<file path="config.mk">
export PLATFORM = sky130hd
export DESIGN_NAME = tdd_lane
export DESIGN_NICKNAME = d
export VERILOG_FILES = /design/src/sv/tdd_pkg.sv /design/src/sv/tdd_lane.sv
export SDC_FILE = /design/constraint.sdc
export NUM_CORES = 1
export LEC_CHECK = 0
export ABC_CLOCK_PERIOD_IN_PS = 13700
export BUFFER_PORTS_ARGS = -buffer_cell sky130_fd_sc_hd__buf_2
export CORE_ASPECT_RATIO = 1.25
export CORE_UTILIZATION = 29
export DETAILED_ROUTE_END_ITERATION = 12
export PLACE_DENSITY = 0.57
export SLEW_MARGIN = 20
export SYNTH_ARGS = -nofsm -noshare
export SYNTH_HDL_FRONTEND = slang
export SYNTH_SLANG_ARGS = --single-unit
</file>
<file path="constraint.sdc">
create_clock -name vclk -period 13.7
set_input_delay 3.425 -clock vclk [all_inputs]
set_output_delay 3.425 -clock vclk [all_outputs]
set_load 0.005 [all_outputs]
</file>
<file path="src/sv/tdd_pkg.sv">
// ----------------------------------------------------------------------------
// tdd_pkg
// Shared codes, types and pixel conversion functions of the detile core.
// ----------------------------------------------------------------------------
package tdd_pkg;

  localparam int NLANES = 16;

  localparam logic [3:0] FMT_I4     = 4'd0;
  localparam logic [3:0] FMT_I8     = 4'd1;
  localparam logic [3:0] FMT_IA4    = 4'd2;
  localparam logic [3:0] FMT_IA8    = 4'd3;
  localparam logic [3:0] FMT_RGB565 = 4'd4;
  localparam logic [3:0] FMT_RGB5A3 = 4'd5;
  localparam logic [3:0] FMT_RGBA8  = 4'd6;
  localparam logic [3:0] FMT_C4     = 4'd8;
  localparam logic [3:0] FMT_C8     = 4'd9;
  localparam logic [3:0] FMT_C14    = 4'd10;
  localparam logic [3:0] FMT_DXT1   = 4'd14;

  localparam logic [1:0] CMD_PAL   = 2'd0;
  localparam logic [1:0] CMD_CHUNK = 2'd1;
  localparam logic [1:0] CMD_BEGIN = 2'd2;

  localparam logic [1:0] PFMT_IA8    = 2'd0;
  localparam logic [1:0] PFMT_RGB565 = 2'd1;
  localparam logic [1:0] PFMT_RGB5A3 = 2'd2;

  localparam logic [1:0] REG_TEXEL  = 2'd0;
  localparam logic [1:0] REG_WIDTH  = 2'd1;
  localparam logic [1:0] REG_HEIGHT = 2'd2;
  localparam logic [1:0] REG_PFMT   = 2'd3;

  typedef enum logic [1:0] {
    KIND_DIRECT = 2'd0,
    KIND_PAL    = 2'd1,
    KIND_R5A3   = 2'd2
  } kind_t;

  typedef struct packed {
    logic [3:0]  fmt;
    logic [10:0] left;
    logic [10:0] top;
    logic [10:0] w;
    logic [10:0] h;
    logic [2:0]  k;
  } geom_t;

  typedef struct packed {
    logic        vld;
    logic [19:0] idx;
    kind_t       kind;
    logic [63:0] raw;
  } lane_res_t;

  function automatic logic [31:0] expand_rgb5a3(input logic [15:0] p);
    logic [7:0] a, r, g, b;
    if (p[15]) begin
      a = 8'hff;
      r = {p[14:10], p[14:12]};
      g = {p[9:5], p[9:7]};
      b = {p[4:0], p[4:2]};
    end else begin
      a = {p[14:12], p[14:12], p[14:13]};
      r = {p[11:8], p[11:8]};
      g = {p[7:4], p[7:4]};
      b = {p[3:0], p[3:0]};
    end
    return {a, r, g, b};
  endfunction

  function automatic logic [7:0] rev_pairs(input logic [7:0] b);
    return {b[1:0], b[3:2], b[5:4], b[7:6]};
  endfunction

endpackage

</file>
<file path="src/sv/tdd_lane.sv">
// ----------------------------------------------------------------------------
// tdd_lane
// One decode lane: position, bounds test and raw value of one chunk element.
// ----------------------------------------------------------------------------
module tdd_lane #(
  parameter int LANE = 0
) (
  input  tdd_pkg::geom_t    geo,
  input  logic [63:0]       chunk,
  input  logic [15:0]       hold_word,
  output tdd_pkg::lane_res_t res
);
  import tdd_pkg::*;

  logic [3:0]  nib;
  logic [7:0]  byt;
  logic [15:0] wd;
  logic [11:0] x, y;
  logic [10:0] bw, bh;
  logic        act;
  logic [22:0] lin;
  kind_t       kind;
  logic [63:0] raw;

  assign nib = 4'(chunk >> (60 - 4 * LANE));
  assign byt = 8'(chunk >> (56 - 8 * (LANE % 8)));
  assign wd  = 16'(chunk >> (48 - 16 * (LANE % 4)));

  always_comb begin
    act  = 1'b0;
    x    = {1'b0, geo.left};
    y    = {1'b0, geo.top};
    bw   = geo.w;
    bh   = geo.h;
    kind = KIND_DIRECT;
    raw  = '0;
    unique case (geo.fmt)
      FMT_I4, FMT_C4: begin
        act = 1'b1;
        x   = {1'b0, geo.left} + 12'(LANE % 8);
        y   = {1'b0, geo.top} + {8'd0, geo.k[1:0], 1'b0} + 12'(LANE / 8);
        if (geo.fmt == FMT_C4) begin
          kind = KIND_PAL;
          raw  = {60'd0, nib};
        end else begin
          raw = {56'd0, nib, nib};
        end
      end
      FMT_I8, FMT_IA4, FMT_C8: begin
        act = (LANE < 8);
        x   = {1'b0, geo.left} + 12'(LANE % 8);
        y   = {1'b0, geo.top} + {10'd0, geo.k[1:0]};
        raw = {56'd0, byt};
        if (geo.fmt == FMT_C8) kind = KIND_PAL;
      end
      FMT_IA8, FMT_RGB565, FMT_RGB5A3, FMT_C14: begin
        act = (LANE < 4);
        x   = {1'b0, geo.left} + 12'(LANE % 4);
        y   = {1'b0, geo.top} + {10'd0, geo.k[1:0]};
        if (geo.fmt == FMT_C14) begin
          kind = KIND_PAL;
          raw  = {50'd0, wd[13:0]};
        end else begin
          raw = {48'd0, wd};
          if (geo.fmt == FMT_RGB5A3) kind = KIND_R5A3;
        end
      end
      FMT_RGBA8: begin
        act = (LANE < 4) && geo.k[2];
        x   = {1'b0, geo.left} + 12'(LANE % 4);
        y   = {1'b0, geo.top} + {10'd0, geo.k[1:0]};
        raw = {32'd0, hold_word, wd};
      end
      FMT_DXT1: begin
        act = (LANE == 0);
        bw  = 11'((12'(geo.w) + 12'd3) >> 2);
        bh  = 11'((12'(geo.h) + 12'd3) >> 2);
        x   = {3'd0, geo.left[10:2]} + {11'd0, geo.k[0]};
        y   = {3'd0, geo.top[10:2]} + {11'd0, geo.k[1]};
        raw = {chunk[55:48], chunk[63:56], chunk[39:32], chunk[47:40],
               rev_pairs(chunk[31:24]), rev_pairs(chunk[23:16]),
               rev_pairs(chunk[15:8]), rev_pairs(chunk[7:0])};
      end
      default: act = 1'b0;
    endcase
  end

  assign lin = 23'(y[10:0]) * 23'(bw) + 23'(x);
  assign res = '{vld:  act && (x < {1'b0, bw}) && (y < {1'b0, bh}),
                 idx:  lin[19:0],
                 kind: kind,
                 raw:  raw};

endmodule

</file>
==> results of run 1 <==
[worst max-delay path, delay by kind of cell]
| family | cells | cell delay [ns] |
|---|---|---|
| xor gates and xnor gates | 1 | 0.35 |
| AOI/OAI and AO/OA | 4 | 0.80 |
| adders and majority gates | 8 | 3.55 |
| buffers and inverters | 6 | 0.46 |
| and+or+nand+nor | 7 | 1.21 |
[per-layer routing]
layer  part of all wire  track usage
met1               0.40        0.228
met2               0.52        0.353
met3              0.054       0.0176
met4              0.019       0.0325
met5                  0            0
[cells by family (layout without fill, tap and decap cells)]
kind of cell / after synthesis / count (layout) / share of synthesized area
AOI/OAI and AO/OA: 177 / 177 / 0.188
xor gates and xnor gates: 33 / 33 / 0.0439
adders and majority gates: 170 / 170 / 0.409
buffers and inverters: 192 / 399 / 0.113
muxes: 6 / 6 / 0.00908
other: 0 / 1 / 0
and+or+nand+nor: 344 / 344 / 0.237
[cells in the final DEF, fill, tap and decap left out, types with 3 or more instances in the layout]
cell,netlist,layout
xnor2_1,23,23
nand2b_1,12,12
nand3b_1,3,3
o221a_2,3,3
a31oi_1,8,6
mux2i_1,4,4
o21ai_0,26,25
o211ai_1,5,5
a32o_1,3,3
o21bai_1,4,4
and2_1,43,43
nor2_1,75,74
a21oi_2,3,3
nor3_1,5,5
nor2b_1,9,9
a22o_1,22,22
a21oi_1,35,35
o21a_1,7,7
buf_2,21,218
nand3_1,33,33
a222oi_1,8,8
o21ai_1,3,4
nand4_1,7,7
fa_1,92,92
buf_4,5,31
a21o_1,14,14
inv_1,147,147
nand2_1,134,134
or2_2,3,3
xor2_1,9,9
ha_1,78,78
[worst max-delay path by stage]
stage	slack, ns	cells after the start	start	end
6_report	0.45	26	geo[0]	res[85]
5_1_grt	0.03	27	geo[0]	res[85]
3_5_place_dp	0.20	27	geo[0]	res[85]
2_1_floorplan	0.93	24	geo[0]	res[85]
4_1_cts	0.19	27	geo[0]	res[85]
3_3_place_gp	0.27	27	geo[27]	res[85]
[area by class of cell]
type | instances | share of cell area
tap | 288 | 0.0429
multi-input combinational | 730 | 0.730
antenna | 1 | 0.000298
inverter | 149 | 0.0665
timing repair buffer | 250 | 0.160
[power by group through the flow]
| stage | logic (mW) | clock network [mW] | registers, mW |
|---|---|---|---|
| 2_1_floorplan | 1.08 | 0 | 0 |
| 3_3_place_gp | 1.66 | 0 | 0 |
| 3_5_place_dp | 1.68 | 0 | 0 |
| 4_1_cts | 1.68 | 0 | 0 |
| 5_1_grt | 1.91 | 0 | 0 |
| 6_report | 1.66 | 0.00000000978 | 0 |
[per-stage QoR]
step | std cells | setup slack, ns | util
final | 1418 | 0.449 | 0.364
after floorplan | 922 | 0.926 | -
after CTS | 1417 | 0.194 | 0.362
after global routing | 1417 | 0.0261 | 0.364
after global placement | 1417 | 0.269 | 0.362
after detailed placement | 1417 | 0.200 | 0.362
==> results.txt, run 1 <==
Status: finished clean
Register area: 0 um2
1st-pass router iterations: 7
Clock power frac: 0
Net Sw Frac: 0.537
Setup crit start kind: input pin
Die W: 140 um
Peak Freq: 75.5 MHz
CP max stage delay: 0.56 ns
Largest net degree at the start of global routing: 55
Max_slew headroom: 0.519
Post-DRT Antenna Nets: 0
Crit Path Max Fanout: 10
Synth unique cells: 81
Initial Util: 0.298
First-pass GRT wire length: 36500 um
Area post-placement: 8370 um2
Worst Hold Path EP: res[41]
PD cells: 198 nW/um2
Nets@finish: 1432
Hold buffers post-CTS: 0
Max VDD drop: 112 uV
Critical path type: in2out
Maxcap violations: 0
Part of the cycle the worst path needs: 0.967
Final std cell area, no fill: 8410 um2
Area of the core: 23100 um2
Antenna violations before repair: 2
Post-synth top area share: 0.267
Synthesized area per cell: 7.47 um2
Hold_sp: chunk[33]
Sequential cell area fraction in the yosys report: 0
Seq pwr share: 0
Final setup vio count: 0
Vias in the first global route: 7049
I/O Buffers: 218
DR DRC count: 0
Logic pwr share: 1.000
Dpl hpwl: 20300 um
Synth area leaders: fa_1 27%, ha_1 14%, inv_1 8.0%, nand2_1 7.3%, nor2_1 4.1%
P_int: 770 uW
Layout Area Growth over Synthesis: 22.0%
Psw: 894 uW
Synth Instances: 922
Fillers: 2478
Overall global routing resource usage: 0.186
Slowest cell on crit path: fa_1
Critical path required time: 10.27 ns
Via count: 7104
Postcts setup bufs: 0
Wire length per cell: 16.3 um
Setup repair after global routing missed its margin: no
Routability cong.: 0.903
Max Slew Vio Count: 0
Via/cell ratio: 5.01
I/O Pins: 218
Syn Nets: 1223
Arrival @ worst endpoint: 9.83 ns
Post-cts resize count: 0
Count leader, synth: inv_1
LEAKAGE: 4.54 nW
Initial drt markers: 326
Post-Syn Area: 6890 um2
Post-synth top cells: 147 x inv_1, 134 x nand2_1, 92 x fa_1
Slew @ Worst Pin: 0.721 ns
Most frequent CP cell: fa_1
Hold_ws: 7.12 ns
Multi-input combinational cell area: 6140 um2
Die Y: 174 um
Number of sequential cells: 0
Nature of the critical path endpoint: output port
Tot Pwr: 1.66 mW
Synth warn: 0
Setup TNS: 0 ns
Worst Hold Class: in2out
# clk buffers: 0
Period minus WS final: 13.25 ns
Worst Hold Depth: 3
Site Rows: 62
Share of cells above drive strength 1: 0.249
Final WL: 23100 um
Die Area: 24400 um2
Largest area contributor in the netlist: fa_1
Final Hold Fails: 0
Congestion Overflow GR: 0
(Power assumes the default switching activity.)
==> inputs of run 2 (changes only) <==
ABC_CLOCK_PERIOD_IN_PS = 12900   (was 13700)
clock period = 12.9 ns   (was 13.7 ns; I/O delays follow)
==> run 2 against run 1 <==
Compared with the run above: global-route usage rose by 0.26 points; setup slack got worse by 0.15 ns; routed wire length rose by 1.3%; design area rose by 4.6%; largest cell class unchanged; critical endpoint is now res[84]; sequential share of layout area did not move.
==> results.txt, run 2 (synthesis results as in run 1) <==
Status: finished clean (unchanged)
Critical path type: in2out (unchanged)
CP Launch Point: geo[0] (unchanged)
Congestion Overflow GR: 0 (unchanged)
First-pass GRT wire length: 37400 um (was 36500 um)
Post-DRT Antenna Nets: 0 (unchanged)
Largest net degree at the start of global routing: 49 (was 55)
LEAKAGE: 4.78 nW (was 4.54 nW)
1st-pass router iterations: 5 (was 7)
Nets@finish: 1481 (was 1432)
Antenna violations before repair: 3 (was 2)
Maxcap violations: 0 (unchanged)
Vias in the first global route: 7323 (was 7049)
Max Slew Vio Count: 0 (unchanged)
Number of sequential cells: 0 (unchanged)
Hold_ws: 6.71 ns (was 7.12 ns)
Area of the core: 23100 um2 (unchanged)
Initial Util: 0.298 (unchanged)
Nature of the critical path endpoint: output port (unchanged)
Part of the cycle the worst path needs: 0.977
Routability cong.: 0.908 (was 0.903)
Share of cells above drive strength 1: 0.284 (was 0.249)
Max VDD drop: 158 uV (was 112 uV)
CP max stage delay: 0.55 ns (was 0.56 ns)
Final Hold Fails: 0 (unchanged)
Placed cells: 1465 (was 1417)
Die Y: 174 um (unchanged)
Critical path required time: 9.68 ns (was 10.27 ns)
PD cells: 218 nW/um2 (was 198 nW/um2)
Layout Area Growth over Synthesis: 27.6% (was 22.0%)
Initial drt markers: 322 (was 326)
Most frequent cells in the layout: 218 x buf_2, 146 x inv_1, 134 x nand2_1 (was 218 x buf_2, 147 x inv_1, 134 x nand2_1)
# clk buffers: 0 (unchanged)
Crit Path Max Fanout: 6 (was 10)
Slowest cell on crit path: fa_1 (unchanged)
Hold_sp: chunk[33] (unchanged)
Final setup vio count: 0 (unchanged)
Dpl hpwl: 20400 um (was 20300 um)
Arrival @ worst endpoint: 9.38 ns (was 9.83 ns)
Register area: 0 um2 (unchanged)
I/O Buffers: 218 (unchanged)
Die W: 140 um (unchanged)
Worst Hold Class: in2out (unchanged)
Slew @ Worst Pin: 0.841 ns (was 0.721 ns)
Period minus WS final: 12.61 ns
Peak Freq: 79.3 MHz
Most common cell after layout, fill and taps aside: buf_2 (unchanged)
Finished Layout Cells: 1468 (was 1418)
Wire length per cell: 16.0 um (was 16.3 um)
Util after Layout: 0.380 (was 0.364)
Hold buffers post-CTS: 0 (unchanged)
Via/cell ratio: 5.00 (was 5.01)
Max_slew headroom: 0.439 (was 0.519)
Most frequent CP cell: fa_1 (unchanged)
Setup crit start kind: input pin (unchanged)
DR DRC count: 0 (unchanged)
Die Area: 24400 um2 (unchanged)
Overall global routing resource usage: 0.189 (was 0.186)
Via count: 7347 (was 7104)
Site Rows: 62 (unchanged)
I/O Pins: 218 (unchanged)
Final WL: 23400 um (was 23100 um)
Tot Pwr: 1.92 mW (was 1.66 mW)
==> run 2: repair_timing <==
action | in CTS | in global routing
resized for setup | 3 | 9
pin swaps | 1 | 11
endpoints found under the setup margin | 2 | 5
setup buffers | 0 | 1
==> run 2: cell type report <==
cell class,instances,area [um2]
Fill cell,2442,14300
Multi-Input combinational cell,730,6170
Timing Repair Buffer,299,1700
Inverter,149,559
Tap cell,288,360
Antenna cell,2,5.00
==> run 2: stage by stage <==
step                      setup WS [ns]    TNS, ns  cell area (um2)
final                             0.295          0             8790
after global routing          -0.000642  -0.000642             8790
after CTS                        0.0145          0             8740
after detailed placement         -0.138     -0.147             8730
after global placement           -0.265     -0.550             8720
after floorplan                   0.526          0             6890
==> run 2: where the power goes <==
group          leakage, nW  switching (mW)  internal, mW
registers                0               0             0
logic                 4.78           0.987         0.931
clock network    0.0000127               0  0.0000000207
total                 4.78           0.987         0.931
==> run 2: worst max-delay path: cells and delay by family <==
| family | cells | cell delay [ns] |
|---|---|---|
| XOR/XNOR | 2 | 0.21 |
| buffers and inverters | 10 | 1.07 |
| AO/OA/AOI/OAI | 5 | 1.18 |
| adder cells (fa/ha/maj) | 8 | 3.40 |
| AND/OR/NAND/NOR | 2 | 0.30 |
==> run 2: per-layer routing <==
layer	vias up	track usage	share of wire
met3	30	0.0152	0.052
met2	270	0.353	0.52
met5	-	0	0
li1	3572	-	-
met4	0	0.0394	0.021
met1	3475	0.235	0.41
==> run 2: path summary, 6_finish.rpt <==
kind / end / slack, ns / cells past startpoint
worst max-delay path: res[84] / 0.29 / 27
worst min-delay path: res[41] / 6.71 / 3
